--- config.mk ---
export PLATFORM = sky130hd
export DESIGN_NAME = sfir_div
export DESIGN_NICKNAME = d
export VERILOG_FILES = /design/src/rtl/sfir_pkg.sv /design/src/rtl/sfir_div.sv
export SDC_FILE = /design/constraint.sdc
export NUM_CORES = 1
export LEC_CHECK = 0
export BUFFER_PORTS_ARGS = -buffer_cell sky130_fd_sc_hd__buf_2
export CAP_MARGIN = 20
export CELL_PAD_IN_SITES_DETAIL_PLACEMENT = 0
export CELL_PAD_IN_SITES_GLOBAL_PLACEMENT = 2
export CORE_MARGIN = 2
export CORE_UTILIZATION = 34
export CTS_BUF_LIST = sky130_fd_sc_hd__clkbuf_4
export DETAILED_ROUTE_END_ITERATION = 10
export GPL_TIMING_DRIVEN = 0
export PLACE_DENSITY = 0.87
export SYNTH_ARGS = -nofsm -noshare
export SYNTH_HDL_FRONTEND = slang
export SYNTH_SLANG_ARGS = --single-unit
export TNS_END_PERCENT = 5
--- constraint.sdc ---
create_clock -name clk -period 2.2 [get_ports clk]
set_input_delay 0.11 -clock clk [delete_from_list [all_inputs] [get_ports clk]]
set_output_delay 0.11 -clock clk [all_outputs]
set_load 0.02 [all_outputs]
--- src/rtl/sfir_pkg.sv ---
// Shared constants, state encoding and control structs for the stereo FIR low-pass filter.
// Every other file in this folder imports this package.
package sfir_pkg;

  localparam int MAX_TAPS       = 512;
  localparam int ADDR_W         = $clog2(MAX_TAPS);
  localparam int NCNT_W         = ADDR_W + 1;
  localparam int TAP_W          = 10;
  localparam int MIN_TAPS       = 3;
  localparam int SAMPLE_W       = 16;
  localparam int COEF_W         = 31;
  localparam int COEF_FRAC_BITS = 16;
  localparam int PROD_W         = SAMPLE_W + COEF_W;
  localparam int TERM_W         = PROD_W - COEF_FRAC_BITS;
  localparam int ACC_W          = TERM_W + ADDR_W + 1;
  localparam int DIV_SHIFT      = 4;
  localparam int DIVD_W         = ACC_W - 1 - DIV_SHIFT;
  localparam int DCNT_W         = $clog2(DIVD_W);

  localparam logic OP_FILTER = 1'b0;
  localparam logic OP_COEF   = 1'b1;

  typedef enum logic [2:0] {
    ST_IDLE,
    ST_MAC,
    ST_DRAIN,
    ST_DIV,
    ST_PUSH
  } sfir_state_t;

  typedef struct packed {
    logic clear;
    logic valid;
  } mac_ctrl_t;

  typedef struct packed {
    logic start;
    logic neg;
  } div_ctrl_t;

endpackage

--- src/rtl/sfir_div.sv ---
// Restoring serial divider that produces one quotient bit per cycle, with sign applied at the end.
// Depends on sfir_pkg for widths and the control struct.
module sfir_div (
  input  logic                                clk,
  input  logic                                rst,
  input  sfir_pkg::div_ctrl_t                 ctl,
  input  logic [sfir_pkg::DIVD_W-1:0]         dividend,
  input  logic [sfir_pkg::NCNT_W-1:0]         divisor,
  output logic                                done,
  output logic [sfir_pkg::SAMPLE_W-1:0]       quot
);
  import sfir_pkg::*;

  logic              busy;
  logic [DCNT_W-1:0] count;
  logic [NCNT_W-1:0] rem;
  logic [NCNT_W-1:0] dvs;
  logic [DIVD_W-1:0] q;
  logic              neg;
  logic [NCNT_W:0]   trial;
  logic              ge;
  logic [NCNT_W:0]   diff;

  assign trial = {rem, q[DIVD_W-1]};
  assign ge    = trial >= {1'b0, dvs};
  assign diff  = trial - {1'b0, dvs};
  assign quot  = neg ? SAMPLE_W'(-q[SAMPLE_W-1:0]) : q[SAMPLE_W-1:0];

  always_ff @(posedge clk) begin
    if (rst) begin
      busy <= 1'b0;
      done <= 1'b0;
    end else begin
      done <= busy && (count == '0);
      if (ctl.start) begin
        busy <= 1'b1;
      end else if (busy && (count == '0)) begin
        busy <= 1'b0;
      end
    end
  end

  always_ff @(posedge clk) begin
    if (ctl.start) begin
      q     <= dividend;
      rem   <= '0;
      dvs   <= divisor;
      neg   <= ctl.neg;
      count <= DCNT_W'(DIVD_W - 1);
    end else if (busy) begin
      rem   <= ge ? diff[NCNT_W-1:0] : trial[NCNT_W-1:0];
      q     <= {q[DIVD_W-2:0], ge};
      count <= count - 1'b1;
    end
  end

endmodule
---- Yosys cells after proc, flatten, opt, wreduce, memory -nomap -nowiden ----
Index checks and enable logic that the tools add are counted.
storage, ports and cells
  word-level logic and storage cells ...... 21
  output and inout bits ................... 17
  bits in registers ....................... 65
cells by class
  mux-type cells .......................... 6
  reduce and logical (&&, ||, !) cells .... 4
  add/subtract/negate cells ............... 3
  $lt $le $gt $ge ......................... 1
operators with widths
  operator                                           number
  two-way mux 36 bit                                 2
  two-way mux 16 bit                                 1
  negation 16 bit                                    1
  greater-or-equal comparator 11 x 10 -> 1 bit       1
  two-way mux 10 bit                                 1
  subtractor 10 bit                                  1
  logical NOT 6 bit                                  1
  subtractor 6 x 1 -> 6 bit (second input constant)  1
  nonzero test 2 bit                                 2
  two-way mux 1 bit                                  2
  logical AND 1 bit                                  1

---- Logic depth before layout (Yosys ltp) ----
Gate-level depths: netlist of run 1.
  depth in word-level cells ............... 4
  mapped depth ............................ 10
  mapped depth without buffers ............ 10

---- Worst setup path before layout of run 1 ----
OpenSTA, ideal clock, no wires.
  path type ............................... flip-flop to flip-flop
  start point ............................. register q[35]
  end point ............................... register rem[8]
  required time ........................... 2114 ps
  path buffers ............................ 0
  period minus slack after synthesis ...... 2183 ps
  arrival time ............................ 2098 ps
  setup time .............................. 86 ps
  slack ................................... 17 ps
  cell stages (with the launch flop) ...... 11
  cell sequence ........................... edfxtp_1 > inv_1 > ha_1 > inv_1 > fa_1 > a211oi_1 > nor2_1 > o41ai_1 > xnor2_1 > mux2i_1 > a211oi_1
on the way
  word-level cells in the longest chain between the ends .. 2
  elaborated cells on any way between the ends .. 3
ends and longest elaborated chain
  what                                                                               RTL line                        text
  start, declared                                                                    sfir_div.sv:18                  logic [DIVD_W-1:0] q;
  start signal, assigned                                                             sfir_div.sv:45                  q <= dividend;
  start signal, assigned                                                             sfir_div.sv:52                  q <= {q[DIVD_W-2:0], ge};
  subtractor 10 bit or greater-or-equal comparator 11 x 10 -> 1 bit (tied branches)  sfir_div.sv:26, sfir_div.sv:25
  two-way mux 10 bit (*)                                                             sfir_div.sv:51                  rem <= ge ? diff[NCNT_W-1:0] : trial[NCNT_W-1:0];
  end signal, assigned                                                               sfir_div.sv:51
  end, declared                                                                      sfir_div.sv:16                  logic [NCNT_W-1:0] rem;
Mark *: on every way between the ends. The rest lies on a longest branch, timed or not.
A chain may end at the register's enable or synchronous reset.

---- Worst setup path after layout of run 1 ----
  start point ............................. register q[2]
  end point ............................... output quot[13] (netlist bit)
on the way
  word-level cells in the longest chain between the ends .. 2
ends and longest elaborated chain
  what                RTL line        text
  negation 16 bit     sfir_div.sv:27  assign quot = neg ? SAMPLE_W'(-q[SAMPLE_W-1:0]) : q[SAMPLE_W-1:0];
  two-way mux 16 bit  sfir_div.sv:27
  end, declared       sfir_div.sv:10  output logic [sfir_pkg::SAMPLE_W-1:0] quot
No other way between the ends.

==> run summary, run 1 <==
Clock transition at path regs: 0.14 ns
Clk_skew: 0.0270 ns
Final nets: 492
Synth Instances: 300
Tot Pwr: 3.28 mW
Worst path cell trace: nor3_2 -> nand2_1 -> or3_4 -> or4_4 -> o41ai_4 -> xnor2_1 -> buf_4
FILL cells: 938
Final count of negative-setup-slack endpoints: 8
Synth top area share: 40.7%
Final Wtd Congestion: 0.758
Via density: 4.72
Peak VDD IR: 0.000374 V
PwrDens: 691 nW/um^2
Post-layout minimum cycle time: 2.64 ns
Area grow syn2layout: 37.1%
Syn. warnings: 0
Synth cell types: 50
Die height: 105 microns
HPWL after detailed placement: 5220 microns
Critical path type: register to output pin
First-pass GRT wire length: 13200 microns
Mapped cell area: 3470 sq um
Starting density of the core: 35.3%
Count of input and output buffers: 66
Wire length per cell: 14.0 microns
Ranking of synthesized cells by area: edfxtp_1, dfxtp_1, mux2_2
GR Util All Layers: 14.9%
WP data arrival: 2.53 ns
Async set-or-reset flop fraction in the synthesized netlist: 0%
Max-Slew Margin vs Limit: 43.1%
RSZ-0062 raised after global routing: yes
Max_cap viols: 0
Min Hold Slack: 0.116 ns
CTS Sinks: 65
WP data required: 2.09 ns
Total congestion overflow: 0
DR vias: 2672
Synth Net Count: 364
R2R depth: 10
Top cell type by total area after synthesis: edfxtp_1
TritonCTS buffer count: 9
Clk buf depth: 2
Crit-path leading delay family: simple AND/OR/NAND/NOR gates
Worst path slowest cell: or4_4
CP bufs+invs: 1
Fin crit share: 120%
Worst-path fanout max: 3
Critical Path Source Type: register
Finished Core Util: 48.4%
Detail Route Antenna Nets: 0
Drt pass-1 iters: 4
Clock Latency Late Sink: 0.43 ns
Vias in the first global route: 2820
Crit end category: output pin
Status: finished, violations left
Die Wd: 105 microns
Sequential-to-total area share from yosys stat: 51.1%
CTS root buf: clkbuf_4
CORE AREA: 9820 sq um
Drt initial violations: 85
Post-synth top flop: edfxtp_1
Post-synth EDFFs: 47
Antenna Cells: 0
Layout cells sized above 1: 32.6%
Crit. path cell count: 7
Largest net degree at the start of global routing: 38
Lkg Pwr: 1.88 nW
Ports: 67
Rows: 36
Slew @ Worst Pin: 0.854 ns
Hold/Removal Path Class: primary input to register
WL final: 7900 microns
Max Clk Rate: 379 MHz
Max incr delay on CP: 0.48 ns
Die area: 11000 sq um
Register bit total from synthesis: 65
CTS tree: yes
Initial antenna violation count: 0
TNS Setup: -2.25 ns
H-tree Lvls: 3
Syn avg cell area: 11.6 sq um
Violated checks: setup timing
PnR worst setup slack: -0.441 ns
Worst hold path cell count: 1
Hold Fails Final Rpt: 0
Fin. max-slew vios: 0
DR DRC count: 0
## cell usage after synthesis, types with 4 or more instances
cell type and n:
xor2_1 4, nand2b_1 8, nand2_1 23, a21oi_1 8, nor2_1 25, ha_1 13, inv_1 17, edfxtp_1 47
clkbuf_1 6, mux2_2 30, mux2_1 5, o21ai_1 5, nor3_1 6, a21o_1 7, buf_1 4, a211oi_1 6
dfxtp_1 18, xnor2_1 20, o21ai_0 4, nand3_1 4
## cell usage in the layout, fill, tap and decap left out, drive strengths merged, types with 2 or more instances in the layout
cell / n
buf: 74
dlygate4sd3: 48
edfxtp: 47
mux2: 35
nor2: 25
nand2: 23
inv: 21
xnor2: 20
dfxtp: 18
clkbuf: 15
ha: 13
a21oi: 9
o21ai: 9
nand2b: 8
a21o: 7
nor3: 7
a211oi: 7
nand3: 4
xor2: 4
o31ai: 4
mux2i: 3
or4: 3
a311oi: 3
nand4b: 2
o211ai: 2
nor2b: 2
or3: 2
o41ai: 2
## registers in the layout, indices dropped and copies added, names as in the netlist
register	cells
q	36
dvs	10
busy	1
rem	10
count	6
neg	1
done	1
## worst reg2reg max path, delay by kind of cell, from the launching register on
kind | cells | cell delay, ns
flops | 1 | 0.38
simple gates | 1 | 0.12
fa+ha+maj | 2 | 0.53
xor+xnor | 1 | 0.18
compound gates | 3 | 0.74
mux | 1 | 0.10
buf+inv | 2 | 0.13
## kinds of logic (layout without fill, tap and decap cells)
logic type / Yosys count / in the layout / synth area share [%]
simple gates: 80 / 80 / 11.3
flops: 65 / 65 / 51.1
mux: 38 / 38 / 12.2
fa+ha+maj: 14 / 14 / 5.27
compound gates: 51 / 51 / 10.9
buf+inv: 28 / 161 / 3.14
xor+xnor: 24 / 24 / 6.06
## final cells by class
type	count	area, sq um	share of cell area [%]
Buffer	11	45.0	0.948
Clock buffer	9	67.6	1.42
Clock inverter	7	83.8	1.76
Inverter	17	63.8	1.34
Multi-Input combinational cell	207	1700	35.8
Sequential cell	65	1770	37.3
Tap cell	133	166	3.50
Timing Repair Buffer	117	851	17.9
## timing repair
item / CTS / global route
setup buffers: 1 / 2
setup endpoints to repair: 17 / 18
resized for setup: 13 / 15
pin swaps: 1 / 7
endpoints found under the hold margin: 49 / 0
hold buffers: 48 / 0
## path summary, 6_finish.rpt
kind                            startpoint        to  slack [ns]
worst max-delay path                  q[2]  quot[13]       -0.44
worst max register to register       q[35]    rem[8]       -0.06
worst min-delay path                ctl[1]    dvs[3]        0.12
worst min register to register    count[0]  count[0]        0.50
## through the flow
stage	area (sq um)	setup WS [ns]	instances
4_1_cts	4670	-0.503	564
3_3_place_gp	3960	-0.301	499
2_1_floorplan	3470	0.0168	300
5_1_grt	4750	-0.577	566
6_report	4750	-0.441	566
3_5_place_dp	3960	-0.313	499
## power by group
| part | internal (mW) | leakage, nW | switching [mW] | total, mW |
|---|---|---|---|---|
| clock network | 0.367 | 0.0794 | 0.517 | 0.884 |
| logic | 0.427 | 1.18 | 0.439 | 0.867 |
| registers | 1.45 | 0.618 | 0.0855 | 1.53 |
| total | 2.24 | 1.88 | 1.04 | 3.28 |
## metal layers
| metal | vias to the layer above | track usage [%] | share of wire (%) |
|---|---|---|---|
| met5 | - | 0 | 0 |
| met1 | 1256 | 18.1 | 45 |
| li1 | 1346 | - | - |
| met3 | 6 | 4.68 | 5.4 |
| met4 | 0 | 4.86 | 0.77 |
| met2 | 64 | 25.0 | 49 |
(Power assumes the default switching activity.)
==> run 2: changes to the inputs <==
--- a/config.mk
+++ b/config.mk
@@ -5,6 +5,7 @@
 export SDC_FILE = /design/constraint.sdc
 export NUM_CORES = 1
 export LEC_CHECK = 0
+export ABC_CLOCK_PERIOD_IN_PS = 2200
 export BUFFER_PORTS_ARGS = -buffer_cell sky130_fd_sc_hd__buf_2
 export CAP_MARGIN = 20
 export CELL_PAD_IN_SITES_DETAIL_PLACEMENT = 0
@@ -15,6 +16,7 @@
 export DETAILED_ROUTE_END_ITERATION = 10
 export GPL_TIMING_DRIVEN = 0
 export PLACE_DENSITY = 0.87
+export SKIP_CTS_REPAIR_TIMING = 1
 export SYNTH_ARGS = -nofsm -noshare
 export SYNTH_HDL_FRONTEND = slang
 export SYNTH_SLANG_ARGS = --single-unit
==> run 2 against run 1 <==
The run still ends with setup timing left; power barely moved; worst setup slack got worse by 0.013 ns; clock power rose by 0.9%; design area fell by 0.29%; clock-buffer cell count did not move; sequential power barely moved; non-clock buffer count fell by 1; register-to-register slack barely moved; first-iteration DRC count rose by 27%; fmax fell by 0.49%; highest routed layer unchanged; flip-flop and latch count did not move.
==> run summary, run 2 (synthesis results as in run 1) <==
Clock Latency Late Sink: 0.43 ns
Hold Fails Final Rpt: 0
Violated checks: setup timing
Slew @ Worst Pin: 0.852 ns
Area grow syn2layout: 36.7%
Commonest non-fill, non-tap cell in the layout: buf_2
GR Util All Layers: 13.7%
R2R depth: 10
Wire length per cell: 14.1 microns
Largest registers: q x36, dvs x10, rem x10
H-tree Lvls: 3
Rows: 36
TNS Setup: -2.36 ns
Antenna Cells: 0
Initial antenna violation count: 0
Post-layout minimum cycle time: 2.65 ns
Critical path type: register to output pin
TritonCTS buffer count: 9
WL final: 7990 microns
Final count of negative-setup-slack endpoints: 9
Finished Core Util: 48.3%
Clk_skew: 0.0247 ns
Crit-path leading delay family: simple AND/OR/NAND/NOR gates
Hold/Removal Path Class: primary input to register
PwrDens: 693 nW/um^2
Die Wd: 105 microns
Vias in the first global route: 2564
CORE AREA: 9820 sq um
Critical Path Source Type: register
RSZ-0062 raised after global routing: yes
Max-Slew Margin vs Limit: 43.2%
Drt initial violations: 108
CTS tree: yes
CP bufs+invs: 1
Final Wtd Congestion: 0.758
Most frequent cells in the layout: buf_2, edfxtp_1, dlygate4sd3_1
Final nets: 491
Place WS: -0.313 ns
DR DRC count: 0
Ports: 67
Die area: 11000 sq um
Most flops, register: q
CTS Sinks: 65
DR vias: 2651
Worst path cell trace: nor3_2 -> nand2_1 -> or3_4 -> or4_4 -> o41ai_4 -> xnor2_1 -> buf_4
WP data required: 2.09 ns
Crit. path cell count: 7
Clk buf depth: 2
Lkg Pwr: 1.87 nW
Detail Route Antenna Nets: 0
Layout cells sized above 1: 32.2%
Die height: 105 microns
Crit end category: output pin
Worst path slowest cell: or4_4
Total congestion overflow: 0
Worst-path fanout max: 3
PnR worst setup slack: -0.454 ns
WP data arrival: 2.54 ns
Max_cap viols: 0
Status: finished, violations left
Worst hold path cell count: 3
Fin crit share: 121%
Peak VDD IR: 0.000376 V
Drt pass-1 iters: 4
CTS root buf: clkbuf_4
Starting density of the core: 35.3%
Number of flip-flops in the largest register: 36
Count of input and output buffers: 66
Max Clk Rate: 377 MHz
Largest net degree at the start of global routing: 38
First-pass GRT wire length: 12100 microns
HPWL after detailed placement: 5220 microns
Via density: 4.69
Fin. max-slew vios: 0
Clock transition at path regs: 0.13 ns
Max incr delay on CP: 0.48 ns
-- run 2: path summary, 6_finish.rpt --
path	slack [ns]	endpoint	from
hold / removal	0.009	q[1]	dividend[1]
setup / recovery	-0.45	quot[13]	q[2]
hold reg to reg	0.50	count[0]	count[0]
setup reg to reg	-0.06	rem[8]	q[35]
-- run 2: through the flow --
step                      hold WS, ns  cells  power, mW  cell area, sq um
after floorplan                 0.182    300       2.06              3470
after global placement          0.289    499       2.28              3960
after detailed placement        0.289    499       2.28              3960
after CTS                      -0.187    515       3.19              4120
after global routing          0.00453    565       3.46              4740
final                         0.00947    565       3.29              4740
-- run 2: area by class of cell --
| cell class | count | area (sq um) |
|---|---|---|
| Buffer | 11 | 45.0 |
| Clock buffer | 9 | 67.6 |
| Clock inverter | 7 | 83.8 |
| Fill cell | 945 | 5080 |
| Inverter | 17 | 63.8 |
| Multi-Input combinational cell | 207 | 1700 |
| Sequential cell | 65 | 1770 |
| Tap cell | 133 | 166 |
| Timing Repair Buffer | 116 | 836 |
-- run 2: worst reg2reg max path: stages, from the launching register on --
cell	delay [ns]
edfxtp_1	0.38
inv_1	0.08
ha_1	0.15
inv_1	0.05
fa_2	0.37
a211oi_2	0.24
nor2_1	0.12
o41ai_2	0.26
xnor2_1	0.18
mux2i_1	0.10
a211oi_1	0.23
-- run 2: where the power goes --
part	leakage (nW)	switching (mW)	internal, mW	total (mW)
registers	0.618	0.0870	1.45	1.53
clock network	0.0794	0.524	0.367	0.892
logic	1.17	0.438	0.421	0.859
total	1.87	1.05	2.24	3.29
-- run 2: layer usage --
metal,track usage [%],up-vias,share of wire [%]
li1,-,1341,-
met1,17.1,1231,45
met2,21.5,66,48
met3,5.55,13,5.4
met4,4.86,0,1.6
met5,0,-,0
==> run 3: changes to the inputs <==
--- a/config.mk
+++ b/config.mk
@@ -12,7 +12,7 @@
 export CELL_PAD_IN_SITES_GLOBAL_PLACEMENT = 2
 export CORE_MARGIN = 2
 export CORE_UTILIZATION = 34
-export CTS_BUF_LIST = sky130_fd_sc_hd__clkbuf_4
+export CTS_BUF_LIST = sky130_fd_sc_hd__clkbuf_8
 export DETAILED_ROUTE_END_ITERATION = 10
 export GPL_TIMING_DRIVEN = 0
 export PLACE_DENSITY = 0.87
==> run 3 against run 2 <==
Largest power group unchanged; power is 4.1% higher; non-clock buffer count is 35 lower; largest cell class unchanged; design area is 6.3% lower; utilization is 3.0 points lower; die area stayed put; the flow still finishes with violations (setup timing); sequential power hardly changed; highest routed layer unchanged; worst hold slack better by 0.043 ns.
==> run summary, run 3 (synthesis results as in run 1) <==
DR DRC count: 0
Die Wd: 105 microns
CP Launch Point: q[2]
Hold/Removal Path Class: primary input to register
Count of input and output buffers: 66
Clock Latency Late Sink: 0.35 ns
WP data required: 2.09 ns
CTS tree: yes
Starting density of the core: 35.3%
Gate power share: 23.5%
Via density: 4.73
Worst path cell trace: nor3_2 -> nand2_1 -> or3_4 -> or4_4 -> o41ai_4 -> xnor2_1 -> buf_4
GR Util All Layers: 13.9%
TritonCTS buffer count: 9
Pint: 2.37 mW
Layout cells sized above 1: 34.8%
Wire length per cell: 14.0 microns
WP data arrival: 2.44 ns
Max Clk Rate: 393 MHz
Final nets: 456
Antenna Cells: 0
Number of flip-flops in the largest register: 36
RSZ-0062 raised after global routing: yes
Fin crit share: 116%
Final Wtd Congestion: 0.758
Lkg Pwr: 1.75 nW
Drt initial violations: 111
CTS root buf: clkbuf_8
HPWL after detailed placement: 5220 microns
Sw Ratio: 30.7%
Critical Path Source Type: register
Final count of negative-setup-slack endpoints: 9
Clock transition at path regs: 0.08 ns
Clk_skew: 0.0141 ns
CORE AREA: 9820 sq um
CTS Sinks: 65
R2R depth: 8
Max_cap viols: 0
Total congestion overflow: 0
WL final: 7400 microns
H-tree Lvls: 3
Largest registers: q x36, dvs x10, rem x10
First-pass GRT wire length: 12200 microns
Violated checks: setup timing
Hold Fails Final Rpt: 0
PnR worst setup slack: -0.347 ns
PwrDens: 770 nW/um^2
TNS Setup: -1.70 ns
Clk buf depth: 2
DR vias: 2509
FF-to-FF setup slack: -0.07 ns
Commonest non-fill, non-tap cell in the layout: buf_2
Finished Core Util: 45.2%
Most frequent cells in the layout: buf_2, edfxtp_1, mux2_2
Die height: 105 microns
Worst R2R Start: dvs[8]
Ports: 67
Slew @ Worst Pin: 0.838 ns
Peak VDD IR: 0.000389 V
Detail Route Antenna Nets: 0
Status: finished, violations left
Reg power frac: 44.8%
Critical path type: register to output pin
R2R Path End: rem[0]
Drt pass-1 iters: 4
Largest net degree at the start of global routing: 38
Initial antenna violation count: 0
Worst-path fanout max: 3
Vias in the first global route: 2546
Die area: 11000 sq um
Post-layout minimum cycle time: 2.55 ns
CP Capture Point: quot[13]
Clock share of power: 31.7%
Sw Pwr: 1.05 mW
Fin. max-slew vios: 0
Worst path slowest cell: or4_4
Crit end category: output pin
Rows: 36
Area grow syn2layout: 28.1%
Max incr delay on CP: 0.48 ns
Max-Slew Margin vs Limit: 44.1%
Most flops, register: q
run 3: cell types whose count changed in the layout (fill, tap and decap cells not counted):
cell / previous run / this run
nor2b_1: 1 / 2
nor2b_2: 1 / 0
clkbuf_4: 9 / 0
clkbuf_8: 0 / 9
dlygate4sd3_1: 47 / 12
run 3: power by group through the flow:
stage | logic (mW) | registers [mW] | clock network [mW]
floorplan | 0.533 | 1.53 | 0
global placement | 0.723 | 1.55 | 0
detailed placement | 0.728 | 1.55 | 0
CTS | 0.734 | 1.53 | 1.12
global route | 0.890 | 1.55 | 1.18
finish | 0.804 | 1.53 | 1.08
run 3: cell type report:
type                            count  area (sq um)
Clock buffer                        9           124
Clock inverter                      7          83.8
Sequential cell                    65          1770
Timing Repair Buffer               81           485
Multi-Input combinational cell    207          1700
Buffer                             11          45.0
Inverter                           17          63.8
Fill cell                         973          5380
Tap cell                          133           166
run 3: worst min path at each step:
| stage | start | to | slack, ns | depth (start not counted) |
|---|---|---|---|---|
| 2_1_floorplan | rst | busy | 0.18 | 1 |
| 3_3_place_gp | divisor[0] | dvs[0] | 0.29 | 1 |
| 3_5_place_dp | divisor[9] | dvs[9] | 0.29 | 1 |
| 4_1_cts | divisor[2] | dvs[2] | -0.09 | 1 |
| 5_1_grt | dividend[3] | q[3] | 0.03 | 2 |
| 6_report | dividend[3] | q[3] | 0.05 | 2 |
run 3: critical path, delay by kind of cell, from the launching register on:
family          cells  cell delay (ns)
simple gates        4             1.11
compound gates      1             0.23
xor+xnor            1             0.16
buf+inv             1             0.16
flops               1             0.43
run 3: per-stage QoR:
stage                     hold slack (ns)  worst slack (ns)  instance area, sq um  std cells  power (mW)
after detailed placement            0.289            -0.313                  3960        499        2.28
after CTS                         -0.0881            -0.451                  4170        515        3.38
after global placement              0.289            -0.301                  3960        499        2.28
final                              0.0521            -0.347                  4440        530        3.42
after global routing               0.0347            -0.487                  4440        530        3.62
after floorplan                     0.182            0.0168                  3470        300        2.06
run 3: layer usage:
| metal | part of all wire, % | wire, microns | global-route usage (%) | vias up |
|---|---|---|---|---|
| met3 | 6.6 | 487 | 6.49 | 2 |
| met1 | 46 | 3420 | 17.4 | 1176 |
| met5 | 0 | 0 | 0 | - |
| met2 | 47 | 3460 | 21.8 | 59 |
| met4 | 0.45 | 33 | 3.14 | 0 |
| li1 | - | - | - | 1272 |
