===== src/rtl/sfir_pkg.sv =====
// Shared constants, state encoding and control structs for the stereo FIR low-pass filter.
// Every other file in this folder imports this package.
package sfir_pkg;

  localparam int MAX_TAPS       = 512;
  localparam int ADDR_W         = $clog2(MAX_TAPS);
  localparam int NCNT_W         = ADDR_W + 1;
  localparam int TAP_W          = 10;
  localparam int MIN_TAPS       = 3;
  localparam int SAMPLE_W       = 16;
  localparam int COEF_W         = 31;
  localparam int COEF_FRAC_BITS = 16;
  localparam int PROD_W         = SAMPLE_W + COEF_W;
  localparam int TERM_W         = PROD_W - COEF_FRAC_BITS;
  localparam int ACC_W          = TERM_W + ADDR_W + 1;
  localparam int DIV_SHIFT      = 4;
  localparam int DIVD_W         = ACC_W - 1 - DIV_SHIFT;
  localparam int DCNT_W         = $clog2(DIVD_W);

  localparam logic OP_FILTER = 1'b0;
  localparam logic OP_COEF   = 1'b1;

  typedef enum logic [2:0] {
    ST_IDLE,
    ST_MAC,
    ST_DRAIN,
    ST_DIV,
    ST_PUSH
  } sfir_state_t;

  typedef struct packed {
    logic clear;
    logic valid;
  } mac_ctrl_t;

  typedef struct packed {
    logic start;
    logic neg;
  } div_ctrl_t;

endpackage


===== src/rtl/sfir_mac.sv =====
// Shared multiply-accumulate unit: one registered sample-by-coefficient product per cycle.
// Depends on sfir_pkg for widths and the control struct.
module sfir_mac (
  input  logic                                  clk,
  input  logic                                  rst,
  input  sfir_pkg::mac_ctrl_t                   ctl,
  input  logic signed [sfir_pkg::SAMPLE_W-1:0]  sample,
  input  logic        [sfir_pkg::COEF_W-1:0]    coef,
  output logic        [sfir_pkg::ACC_W-1:0]     acc,
  output logic                                  busy
);
  import sfir_pkg::*;

  logic [SAMPLE_W-1:0] mag;
  logic [PROD_W-1:0]   full;
  logic                prod_valid;
  logic                prod_neg;
  logic [TERM_W-1:0]   prod_mag;
  logic [ACC_W-1:0]    term;

  assign mag  = sample[SAMPLE_W-1] ? SAMPLE_W'(-sample) : SAMPLE_W'(sample);
  assign full = PROD_W'(mag) * PROD_W'(coef);
  assign term = {{(ACC_W-TERM_W){1'b0}}, prod_mag};
  assign busy = prod_valid;

  always_ff @(posedge clk) begin
    if (rst) begin
      prod_valid <= 1'b0;
    end else begin
      prod_valid <= ctl.valid;
    end
  end

  always_ff @(posedge clk) begin
    prod_neg <= sample[SAMPLE_W-1];
    prod_mag <= full[PROD_W-1:COEF_FRAC_BITS];
    if (ctl.clear) begin
      acc <= '0;
    end else if (prod_valid) begin
      acc <= prod_neg ? acc - term : acc + term;
    end
  end

endmodule


===== config.mk =====
export PLATFORM = sky130hd
export DESIGN_NAME = sfir_mac
export DESIGN_NICKNAME = d
export VERILOG_FILES = /design/src/rtl/sfir_pkg.sv /design/src/rtl/sfir_mac.sv
export SDC_FILE = /design/constraint.sdc
export NUM_CORES = 1
export LEC_CHECK = 0
export BUFFER_PORTS_ARGS = -buffer_cell sky130_fd_sc_hd__buf_2
export CAP_MARGIN = 20
export CORE_ASPECT_RATIO = 1.75
export CORE_MARGIN = 2
export CORE_UTILIZATION = 38
export CTS_BUF_LIST = sky130_fd_sc_hd__clkbuf_2 sky130_fd_sc_hd__clkbuf_4 sky130_fd_sc_hd__clkbuf_8
export CTS_CLUSTER_SIZE = 8
export DETAILED_ROUTE_END_ITERATION = 6
export PLACE_DENSITY_LB_ADDON = 0.2
export REMOVE_ABC_BUFFERS = 1
export SLEW_MARGIN = 20
export SYNTH_ARGS = -nofsm -noshare
export SYNTH_HDL_FRONTEND = slang
export SYNTH_SLANG_ARGS = --single-unit
export TNS_END_PERCENT = 5

===== constraint.sdc =====
create_clock -name clk -period 12.3 [get_ports clk]
set_clock_uncertainty 0.2 [all_clocks]
set_input_delay 2.46 -clock clk [delete_from_list [all_inputs] [get_ports clk]]
set_output_delay 2.46 -clock clk [all_outputs]
set_load 0.005 [all_outputs]

After elaboration in Yosys (flattened, before gate mapping)
Cells that the tools add are included.
{ "word_totals": {"regBits": 74, "latch_bits": 0, "ramBits": 0, "rom_bits": 0, "in_bits": 51, "mem_count": 0} }
{ "classes": {"add_sub_neg": 3, "multipliers": 1, "div": 0, "order_cmp": 0, "eq_ne": 0, "shift": 0, "mux": 2, "bitwise_logic": 0, "reduce_logical": 0} }
{ "ops": {"columns": ["op", "n"], "rows": [
  ["$mul 16x31->47", 1],
  ["$add 41x31->41", 1],
  ["$mux 41", 1],
  ["$sub 41x31->41", 1],
  ["$mux 16", 1],
  ["$neg 16->16", 1]
]} }

Logic depth before layout (Yosys ltp)
Gate-level depths: netlist of the first run.
{ "logic_depth": {"depth_word": 3, "mapped_depth": 32, "mapped_depth_nobuf": 29} }

Worst setup path after synthesis of the first run
OpenSTA, ideal clock, no wires.
{ "synth_path": {"path_kind": "input -> register", "from": "in sample[0] (netlist bit)", "to": "reg prod_mag[18]", "arrival_time_ns": 9.270, "t_required_ns": 11.973, "setup_slack_ns": 2.702, "cell_stages": 30, "path_cell_list": "clkbuf_1 -> clkbuf_1 -> inv_1 -> ha_1 -> nand2_1 -> or3_1 -> o21ai_0 -> xnor2_1 -> clkbuf_1 -> nand2_1 -> fa_1 -> inv_1 -> fa_1 -> fa_1 -> fa_1 -> fa_1 -> inv_1 -> fa_1 -> inv_1 -> ha_1 -> a21o_1 -> a21o_1 -> o21ai_0 -> and4_4 -> o21a_1 -> o21bai_2 -> a31o_2 -> a31oi_1 -> o221ai_1 -> xor2_1"} }
{ "synth_via": {"elab_chain_len": 3} }
{ "synth_lines": {"columns": ["item", "line", "rtl"], "rows": [
  ["start, declared", "sfir_mac.sv:7", "input logic signed [sfir_pkg::SAMPLE_W-1:0] sample,"],
  ["$neg 16->16", "sfir_mac.sv:21", "assign mag = sample[SAMPLE_W-1] ? SAMPLE_W'(-sample) : SAMPLE_W'(sample);"],
  ["$mux 16 *", "sfir_mac.sv:21", null],
  ["$mul 16x31->47 *", "sfir_mac.sv:22", "assign full = PROD_W'(mag) * PROD_W'(coef);"],
  ["net full[34]", "sfir_mac.sv:15", "logic [PROD_W-1:0] full;"],
  ["end signal, assigned", "sfir_mac.sv:36", "prod_mag <= full[PROD_W-1:COEF_FRAC_BITS];"],
  ["end, declared", "sfir_mac.sv:18", "logic [TERM_W-1:0] prod_mag;"]
]} }
The timed path passes the listed nets; every way through them passes the cells marked *.
A chain may end at the register's enable or synchronous reset.

Worst setup path after layout of the first run
{ "layout_path": {"from": "in sample[0] (netlist bit)", "to": "reg prod_mag[28]"} }
Same word-level chain as after synthesis.

==> flow_metrics.env, run 1 <==
export IMPL_critPathKind="in -> reg"
export IMPL_setup_viol=0
export IMPL_final_setup_worst_slack_ps=1891
export IMPL_final_antenna_net_count=0
export IMPL_grt_ovfl_total=0
export IMPL_clk_pin_slew_ps=80
export IMPL_hpwlAfterDp_mm=46.24
export IMPL_slew_headroom_pct=32.73
export IMPL_wl_met3_mm=1.678
export IMPL_portBuffers=92
export IMPL_cpPeakStageDelay_ps=780
export IMPL_cts_tree="done"
export IMPL_drive_above_1_share_pct=6.309
export IMPL_cts_buffers=9
export IMPL_dr_total_vias=16120
export IMPL_die_h_microns=311.0
export IMPL_start_util_pct=38.42
export IMPL_root_buffer="clkbuf_8"
export IMPL_initialDrtViolationCount=713
export IMPL_n_antenna_cell=0
export IMPL_wl_met2_mm=31.58
export IMPL_ctsResizeCount=0
export IMPL_dr_pass1_iters=5
export IMPL_nNetsFinal=3050
export IMPL_cts_hold_buffers=0
export IMPL_tightest_slew_ps=1004
export IMPL_clk_path_buf_depth=2
export IMPL_yosys_cell_types_count=67
export IMPL_grt_pass1_vias=17940
export IMPL_synth_edf_count=0
export IMPL_fin_tns_setup_ps=0
export IMPL_grt_antenna_before_repair=0
export IMPL_synth_seq_cells=74
export IMPL_period_needed_ps=10410
export IMPL_required_ps=12410
export IMPL_hold_class="reg -> reg"
export IMPL_rsz0062_at_grt="no"
export IMPL_syn_avg_cell_area_sq_um=8.451
export IMPL_ys_seq_area_share_pct=7.240
export IMPL_crit_path_start_kind="input pin"
export IMPL_hold_viol=0
export IMPL_crit_fanout=34
export IMPL_drv_cap=0
export IMPL_async_reset_ff_share_pct=0
export IMPL_grt_max_degree=58
export IMPL_grt_pass1_wl_mm=92.42
export IMPL_vias_per_cell=5.157
export IMPL_cts_sinks=74
export IMPL_wirelength_mm=56.53
export IMPL_maxSlewViolCount=0
export IMPL_yosysWarnings=0
export IMPL_area_delta_synth_final_pct=6.922
export IMPL_drc=0
export IMPL_die_w_microns=179.4
export IMPL_fmax_ghz=0.09607
export IMPL_place_congestion=0.8897
export IMPL_cts_setup_buffers=0
export IMPL_row_count=112
export IMPL_critPathArrivalTime_ps=10520
export IMPL_insertion_delay_ps=380
export IMPL_netlist_area_sq_mm=0.02046
export IMPL_h_tree_depth=3
export IMPL_cp_end_kind="register"
export IMPL_coreArea_sq_mm=0.05325
export IMPL_netlist_instances=2421
export IMPL_cp_slowest_cell="xnor2_2"
export IMPL_globalRouteTotalUtil_pct=20.61
export IMPL_ios=93
export IMPL_fin_crit_sh_pct=84.62
export IMPL_dr_max_layer_used="met4"
export IMPL_synth_flop_cell="dfxtp_1"
export IMPL_die_area_sq_mm=0.05579
export IMPL_outcome="complete, no violations"
export IMPL_wl_per_cell_microns=18.09
export IMPL_wirelength_met1_mm=21.34
export IMPL_post_place_ws_ps=1514
==> layout by cell type (no fill, tap or decap), types with 13 or more instances in the layout <==
| cell type | synthesis | layout |
|---|---|---|
| a21o_1 | 52 | 52 |
| a21oi_1 | 84 | 84 |
| a31oi_1 | 13 | 13 |
| and2_1 | 165 | 165 |
| buf_2 | 1 | 92 |
| buf_4 | 0 | 17 |
| dfxtp_1 | 74 | 73 |
| fa_1 | 404 | 404 |
| ha_1 | 158 | 158 |
| inv_1 | 491 | 491 |
| mux2i_1 | 27 | 27 |
| nand2_1 | 413 | 413 |
| nand3_1 | 17 | 17 |
| nor2_1 | 89 | 89 |
| o21ai_0 | 41 | 41 |
| xnor2_1 | 83 | 70 |
| xor2_1 | 23 | 23 |
==> through the flow <==
step | instance area (sq um) | hold WS, ps | cells | util, %
3_3_place_gp | 21610 | 279.6 | 3109 | 40.59
5_1_grt | 21880 | 321.8 | 3125 | 41.08
4_1_cts | 21880 | 300.6 | 3125 | 41.08
3_5_place_dp | 21640 | 289.2 | 3110 | 40.63
6_report | 21880 | 287.9 | 3125 | 41.08
2_1_floorplan | 20070 | 271.7 | 2316 | -
==> synthesized netlist by cell type, drive strengths merged, types with 3 or more instances <==
| cell | n | area (sq um) |
|---|---|---|
| nor3b | 6 | 50.05 |
| a31oi | 13 | 81.33 |
| ha | 158 | 1977 |
| a211o | 7 | 61.31 |
| o22ai | 6 | 43.79 |
| nand2b | 11 | 68.82 |
| nor4b | 3 | 26.28 |
| nand3b | 3 | 22.52 |
| mux2i | 27 | 270.3 |
| or4 | 3 | 26.27 |
| inv | 491 | 1843 |
| buf | 7 | 27.52 |
| nand3 | 17 | 85.08 |
| xor2 | 23 | 201.4 |
| or3 | 7 | 43.79 |
| dfxtp | 74 | 1481 |
| nand2 | 413 | 1550 |
| o21bai | 8 | 63.81 |
| clkbuf | 98 | 367.9 |
| and3 | 9 | 56.30 |
| o31ai | 8 | 60.06 |
| nor3 | 11 | 55.05 |
| fa | 404 | 8088 |
| o21a | 9 | 67.56 |
| a21oi | 86 | 437.9 |
| a21boi | 4 | 30.03 |
| nor4 | 6 | 43.79 |
| nand4 | 12 | 75.07 |
| and2 | 165 | 1032 |
| a2111oi | 3 | 26.28 |
| nor2 | 89 | 334.1 |
| and4 | 8 | 72.57 |
| o211ai | 9 | 72.57 |
| a211oi | 12 | 90.09 |
| a221oi | 5 | 50.04 |
| o21ai | 43 | 219.0 |
| nor2b | 8 | 50.05 |
| xnor2 | 83 | 727.0 |
| a21o | 52 | 390.4 |
==> cell type report <==
type / instances / area (sq um)
Clock buffer: 10 / 137.6
Multi-Input combinational cell: 1751 / 16860
Timing Repair Buffer: 110 / 599.3
Clock inverter: 5 / 102.6
Inverter: 491 / 1843
Sequential cell: 74 / 1483
Tap cell: 684 / 855.8
Fill cell: 5435 / 31370
==> path summary, 6_finish.rpt <==
kind              cells after the start            startpoint              endpoint  slack (ps)
hold reg to reg                       2  acc[38]$_SDFFE_PP0P_  acc[38]$_SDFFE_PP0P_         290
setup / recovery                     30             sample[0]  prod_mag[28]$_DFF_P_        1890
setup reg to reg                     19   prod_mag[4]$_DFF_P_  acc[40]$_SDFFE_PP0P_        7250
hold / removal                        2  acc[38]$_SDFFE_PP0P_  acc[38]$_SDFFE_PP0P_         290
==> per-layer routing <==
metal / track usage [%] / vias up
met2: 40.92 / 377
met4: 7.206 / 0
met5: 0 / -
met3: 1.522 / 116
met1: 22.57 / 8197
li1: - / 7425
==> sequential cells by signal (all words and copies together), names as in the netlist <==
signal,cells
busy,1
acc,41
prod_neg,1
prod_mag,31
==> critical path: cells and delay by family <==
family | cells | cell delay [ps]
compound gates | 9 | 1900
xor+xnor | 2 | 910
fa+ha+maj | 8 | 3500
buf+inv | 8 | 1360
simple gates | 3 | 360
==> kinds of logic (layout without fill, tap and decap cells) <==
group                    count (synthesis)  after routing  share of synthesized area, %
AND/OR/NAND/NOR                        774            774                         17.70
buffers and inverters                  596            616                         10.94
adder cells (fa/ha/maj)                562            562                         49.19
AO/OA/AOI/OAI                          281            281                         8.995
XOR/XNOR                               106            106                         4.537
flip-flops                              74             74                         7.240
multiplexers                            28             28                         1.394
Power of run 1 is not shown: default switching activity piles up to over one toggle a cycle in this logic, so the estimate is an artifact.
==> run 2, diff against run 1 <==
--- a/config.mk
+++ b/config.mk
@@ -5,6 +5,7 @@
 export SDC_FILE = /design/constraint.sdc
 export NUM_CORES = 1
 export LEC_CHECK = 0
+export ABC_AREA = 1
 export BUFFER_PORTS_ARGS = -buffer_cell sky130_fd_sc_hd__buf_2
 export CAP_MARGIN = 20
 export CORE_ASPECT_RATIO = 1.75
==> constraint.sdc (replaced) <==
create_clock -name clk -period 8.6 [get_ports clk]
set_clock_uncertainty 0.2 [all_clocks]
set_input_delay 1.72 -clock clk [delete_from_list [all_inputs] [get_ports clk]]
set_output_delay 1.72 -clock clk [all_outputs]
set_load 0.005 [all_outputs]
==> run 2 against run 1 <==
Against the previous run: the flow now finishes with violations (DRC); sequential cell count unchanged; routed wire length up 29%; utilization up 0.87 points; synthesized cell count up 30%; clock-buffer cell count unchanged; global-route usage up 3.9 points; first-iteration DRC count up 2.2%; design area up 11%; area after synthesis up 8.7%; critical endpoint is now prod_mag[29]$_DFF_P_.
==> flow_metrics.env, run 2 <==
export IMPL_final_antenna_net_count=0
export IMPL_netlist_instances=3144
export IMPL_grt_pass1_vias=21050
export IMPL_cts_buffers=9
export IMPL_outcome="finished, violations left"
export IMPL_hold_viol=0
export IMPL_area_delta_synth_final_pct=9.337
export IMPL_drive_above_1_share_pct=7.364
export IMPL_reg2reg_depth=21
export IMPL_netlist_area_sq_mm=0.02224
export IMPL_setup_viol=0
export IMPL_root_buffer="clkbuf_8"
export IMPL_critPathKind="in -> reg"
export IMPL_die_w_microns=186.9
export IMPL_initialDrtViolationCount=729
export IMPL_yosysWarnings=0
export IMPL_maxSlewViolCount=0
export IMPL_synth_top_cell_by_area="fa_1"
export IMPL_drc=1
export IMPL_synth_edf_count=0
export IMPL_nNetsFinal=3867
export IMPL_hpwlAfterDp_mm=63.39
export IMPL_cts_setup_buffers=0
export IMPL_dr_total_vias=19780
export IMPL_grt_antenna_before_repair=1
export IMPL_async_reset_ff_share_pct=0
export IMPL_yosys_cell_types_count=52
export IMPL_wl_per_cell_microns=18.06
export IMPL_fill_cells=6309
export IMPL_ctsResizeCount=0
export IMPL_crit_top_cell="fa_1"
export IMPL_synth_top_area_share_pct=36.36
export IMPL_cpPeakStageDelay_ps=570
export IMPL_clk_pin_slew_ps=80
export IMPL_largest_register_ffs=41
export IMPL_synth_area_leaders="fa_1, nand2_1, inv_1"
export IMPL_drv_cap=0
export IMPL_crit_path_start="sample[0]"
export IMPL_regArea_sq_mm=0.001483
export IMPL_die_h_microns=324.1
export IMPL_cts_hold_buffers=0
export IMPL_start_util_pct=38.37
export IMPL_synth_seq_cells=74
export IMPL_hold_class="reg -> reg"
export IMPL_slew_headroom_pct=28.61
export IMPL_row_count=117
export IMPL_die_area_sq_mm=0.06056
export IMPL_fin_crit_sh_pct=95.78
export IMPL_grt_max_degree=67
export IMPL_place_congestion=0.9516
export IMPL_synth_most_common_cell="nand2_1"
export IMPL_worstHoldPathCells=2
export IMPL_h_tree_depth=3
export IMPL_portBuffers=92
export IMPL_required_ps=8700
export IMPL_cp_end_kind="register"
export IMPL_crit_path_start_kind="input pin"
export IMPL_utilization_pct=41.95
export IMPL_r2r_start="prod_mag[0]$_DFF_P_"
export IMPL_dr_pass1_iters=7
export IMPL_layout_commonest_cell="nand2_1"
export IMPL_coreArea_sq_mm=0.05797
export IMPL_worst_r2r_setup_slack_ps=4710
export IMPL_globalRouteTotalUtil_pct=24.51
export IMPL_layout_common_cells="nand2_1, inv_1, nor2_1, fa_1, ha_1"
export IMPL_multiInputGateArea_sq_mm=0.01755
export IMPL_endpoint="prod_mag[29]$_DFF_P_"
export IMPL_largest_register="acc"
export IMPL_ys_seq_area_share_pct=6.660
export IMPL_period_needed_ps=8237
export IMPL_crit_fanout=9
export IMPL_cts_tree="done"
export IMPL_ys_top_cells_by_count="nand2_1, inv_1, nor2_1"
export IMPL_cp_slowest_cell="fa_1"
export IMPL_synth_flop_cell="dfxtp_1"
export IMPL_insertion_delay_ps=390
export IMPL_critPathArrivalTime_ps=8330
export IMPL_wirelength_mm=72.84
export IMPL_tightest_slew_ps=1067
export IMPL_clk_path_buf_depth=2
export IMPL_reg_top3="acc x41, prod_mag x31"
export IMPL_r2r_end="acc[35]$_SDFFE_PP0P_"
export IMPL_vias_per_cell=4.905
export IMPL_rsz0062_at_grt="no"
export IMPL_syn_avg_cell_area_sq_um=7.075
export IMPL_violations="DRC"
export IMPL_grt_pass1_wl_mm=113.6
export IMPL_cts_sinks=74
export IMPL_fmax_ghz=0.1214
export IMPL_ios=93
export IMPL_grt_ovfl_total=0
[run 2: layer usage]
layer  GRT usage [%]  part of all wire [%]  wire, microns
met5               0                     0              0
met4           12.54                   5.7           4146
met3           1.536                   2.6           1881
met2           50.89                    57          41200
met1           23.94                    35          25610
[run 2: worst max-delay path, delay by kind of cell]
family	cells	cell delay, ps
AND/OR/NAND/NOR	13	1400
AO/OA/AOI/OAI	4	730
adder cells (fa/ha/maj)	8	3450
buffers and inverters	8	990
[run 2: worst min-delay path by stage]
stage | to | slack, ps | start
global placement | acc[8]$_SDFFE_PP0P_ | 350 | acc[8]$_SDFFE_PP0P_
CTS | acc[0]$_SDFFE_PP0P_ | 370 | acc[0]$_SDFFE_PP0P_
detailed placement | acc[8]$_SDFFE_PP0P_ | 350 | acc[8]$_SDFFE_PP0P_
finish | acc[0]$_SDFFE_PP0P_ | 360 | acc[0]$_SDFFE_PP0P_
global route | acc[0]$_SDFFE_PP0P_ | 410 | prod_mag[0]$_DFF_P_
floorplan | acc[40]$_SDFFE_PP0P_ | 280 | acc[40]$_SDFFE_PP0P_
[run 2: cell type report]
class / instances / share of cell area (%)
timing repair buffer: 181 / 5.361
clock buffer: 10 / 0.5659
inverter: 755 / 11.66
multi-input combinational: 2233 / 72.15
tap: 773 / 3.977
sequential: 74 / 6.096
clock inverter: 6 / 0.1749
antenna: 1 / 0.01029
[run 2: kinds of logic after synthesis]
kind of cell | count (synthesis) | synth area share [%]
flops | 74 | 6.660
simple gates | 1357 | 24.72
fa+ha+maj | 562 | 45.25
compound gates | 248 | 6.322
xor+xnor | 66 | 2.599
buf+inv | 837 | 14.45
[run 2: metrics by stage]
step / setup slack (ps) / setup TNS (ps) / instance area, sq um / cells / hold slack, ps
6_report: 362.8 / 0 / 24320 / 4033 / 359.5
4_1_cts: 404.5 / 0 / 24320 / 4032 / 368.9
2_1_floorplan: 763.7 / 0 / 21870 / 3062 / 281.4
5_1_grt: 63.47 / 0 / 24320 / 4033 / 406.8
3_5_place_dp: -5.110 / -5.110 / 24140 / 4016 / 352.8
3_3_place_gp: 11.69 / 0 / 24140 / 4016 / 348.0
Power of run 2 is left out for the same reason.
==> run 3, diff against run 2 <==
--- a/config.mk
+++ b/config.mk
@@ -10,13 +10,13 @@
 export CAP_MARGIN = 20
 export CORE_ASPECT_RATIO = 1.75
 export CORE_MARGIN = 2
-export CORE_UTILIZATION = 38
+export CORE_UTILIZATION = 60
 export CTS_BUF_LIST = sky130_fd_sc_hd__clkbuf_2 sky130_fd_sc_hd__clkbuf_4 sky130_fd_sc_hd__clkbuf_8
 export CTS_CLUSTER_SIZE = 8
 export DETAILED_ROUTE_END_ITERATION = 6
 export PLACE_DENSITY_LB_ADDON = 0.2
 export REMOVE_ABC_BUFFERS = 1
-export SLEW_MARGIN = 20
+export SLEW_MARGIN = 5
 export SYNTH_ARGS = -nofsm -noshare
 export SYNTH_HDL_FRONTEND = slang
 export SYNTH_SLANG_ARGS = --single-unit
==> run 3 against run 2 <==
Against the previous run: the run now ends clean; utilization rose by 23 points; cell count down 8.1%; critical path depth decreased by 4; die area decreased by 36%; sequential cell count did not move; non-clock buffer count decreased by 32; register-to-register slack worse by 750 ps; first-iteration DRC count grew 39%; design area shrank 2.6%.
==> flow_metrics.env, run 3 (synthesis gave the netlist of run 2 again) <==
export IMPL_hold_class="reg -> reg"
export IMPL_insertion_delay_ps=390
export IMPL_start_util_pct=60.69
export IMPL_fmax_ghz=0.1211
export IMPL_maxSlewViolCount=0
export IMPL_cts_buffers=9
export IMPL_area_delta_synth_final_pct=6.525
export IMPL_nNetsFinal=3835
export IMPL_cts_hold_buffers=0
export IMPL_final_setup_worst_slack_ps=345.0
export IMPL_hpwlAfterDp_mm=62.87
export IMPL_layout_common_cells="nand2_1, inv_1, nor2_1, fa_1, ha_1"
export IMPL_vias_per_cell=5.536
export IMPL_reg_top3="acc x41, prod_mag x31"
export IMPL_rsz0062_at_grt="yes"
export IMPL_setup_viol=0
export IMPL_die_area_sq_mm=0.03869
export IMPL_coreArea_sq_mm=0.03665
export IMPL_place_congestion=1.058
export IMPL_post_place_ws_ps=-100.8
export IMPL_portBuffers=92
export IMPL_cpPeakStageDelay_ps=590
export IMPL_cp_slowest_cell="fa_1"
export IMPL_required_ps=8690
export IMPL_wl_per_cell_microns=19.97
export IMPL_instances_no_fill=3705
export IMPL_crit_fanout=17
export IMPL_design_area_sq_mm=0.02370
export IMPL_die_w_microns=149.6
export IMPL_placed_area_sq_mm=0.02346
export IMPL_largest_register="acc"
export IMPL_layout_commonest_cell="nand2_1"
export IMPL_drive_above_1_share_pct=6.570
export IMPL_final_antenna_net_count=0
export IMPL_clk_path_buf_depth=2
export IMPL_clk_pin_slew_ps=80
export IMPL_root_buffer="clkbuf_8"
export IMPL_ios=93
export IMPL_crit_top_cell="fa_1"
export IMPL_fin_tns_setup_ps=0
export IMPL_grt_antenna_before_repair=2
export IMPL_hold_viol=0
export IMPL_cp_end_kind="register"
export IMPL_crit_path_start_kind="input pin"
export IMPL_drc=0
export IMPL_dr_pass1_iters=5
export IMPL_initialDrtViolationCount=1012
export IMPL_fin_crit_sh_pct=95.99
export IMPL_cts_sinks=74
export IMPL_globalRouteTotalUtil_pct=39.65
export IMPL_grt_ovfl_total=0
export IMPL_outcome="complete, no violations"
export IMPL_grt_pass1_wl_mm=114.8
export IMPL_h_tree_depth=3
export IMPL_row_count=93
export IMPL_period_needed_ps=8255
export IMPL_dp_cells=3685
export IMPL_critPathKind="in -> reg"
export IMPL_slew_headroom_pct=38.29
export IMPL_die_h_microns=258.7
export IMPL_drv_cap=0
export IMPL_critPathArrivalTime_ps=8340
export IMPL_grt_max_degree=67
export IMPL_wirelength_mm=74.00
export IMPL_dr_total_vias=20510
export IMPL_tightest_slew_ps=914.0
export IMPL_largest_register_ffs=41
export IMPL_grt_pass1_vias=22180
export IMPL_cts_tree="done"
## run 3: cell types whose count changed in the layout (fill, tap and decap cells not counted), sizes merged
| cell | delta |
|---|---|
| buf | -33 |
| bufinv | +1 |
| clkbuf | +1 |
| clkinv | -1 |
| diode | +2 |
## run 3: critical path: cells and delay by family
family | cells | cell delay, ps
simple gates | 10 | 1570
buf+inv | 8 | 790
fa+ha+maj | 7 | 3500
compound gates | 4 | 760
## run 3: what timing repair did
item,in CTS,in global routing
hold endpoints to repair,0,0
resized for setup,0,10
buffers inserted,0,0
endpoints found under the setup margin,0,17
## run 3: worst paths after layout
check | slack [ps] | cells past startpoint | from | to
hold / removal | 350 | 2 | acc[40]$_SDFFE_PP0P_ | acc[40]$_SDFFE_PP0P_
setup reg to reg | 3960 | 16 | prod_neg$_DFF_P_ | acc[35]$_SDFFE_PP0P_
hold reg to reg | 350 | 2 | acc[40]$_SDFFE_PP0P_ | acc[40]$_SDFFE_PP0P_
setup / recovery | 350 | 29 | sample[0] | prod_mag[29]$_DFF_P_
## run 3: layout make-up
type	count	area (sq um)
Inverter	755	2839
Sequential cell	74	1483
Multi-Input combinational cell	2233	17570
Timing Repair Buffer	149	1001
Antenna cell	3	7.507
Tap cell	475	594.3
Clock inverter	6	67.56
Clock buffer	10	131.4
Fill cell	3454	12960
## run 3: routing by layer
metal	vias to the layer above	share of wire (%)	track usage (%)
li1	9409	-	-
met1	9750	31	36.76
met2	928	52	72.59
met3	423	6.0	6.602
met4	0	11	35.63
met5	-	0	0
## run 3: through the flow
step | utilization (%) | hold WS, ps
after floorplan | - | 281.4
after global placement | 63.99 | 324.4
after detailed placement | 63.99 | 323.3
after CTS | 64.53 | 335.3
after global routing | 64.63 | 366.4
final | 64.65 | 345.8
Power of run 3 is left out for the same reason.
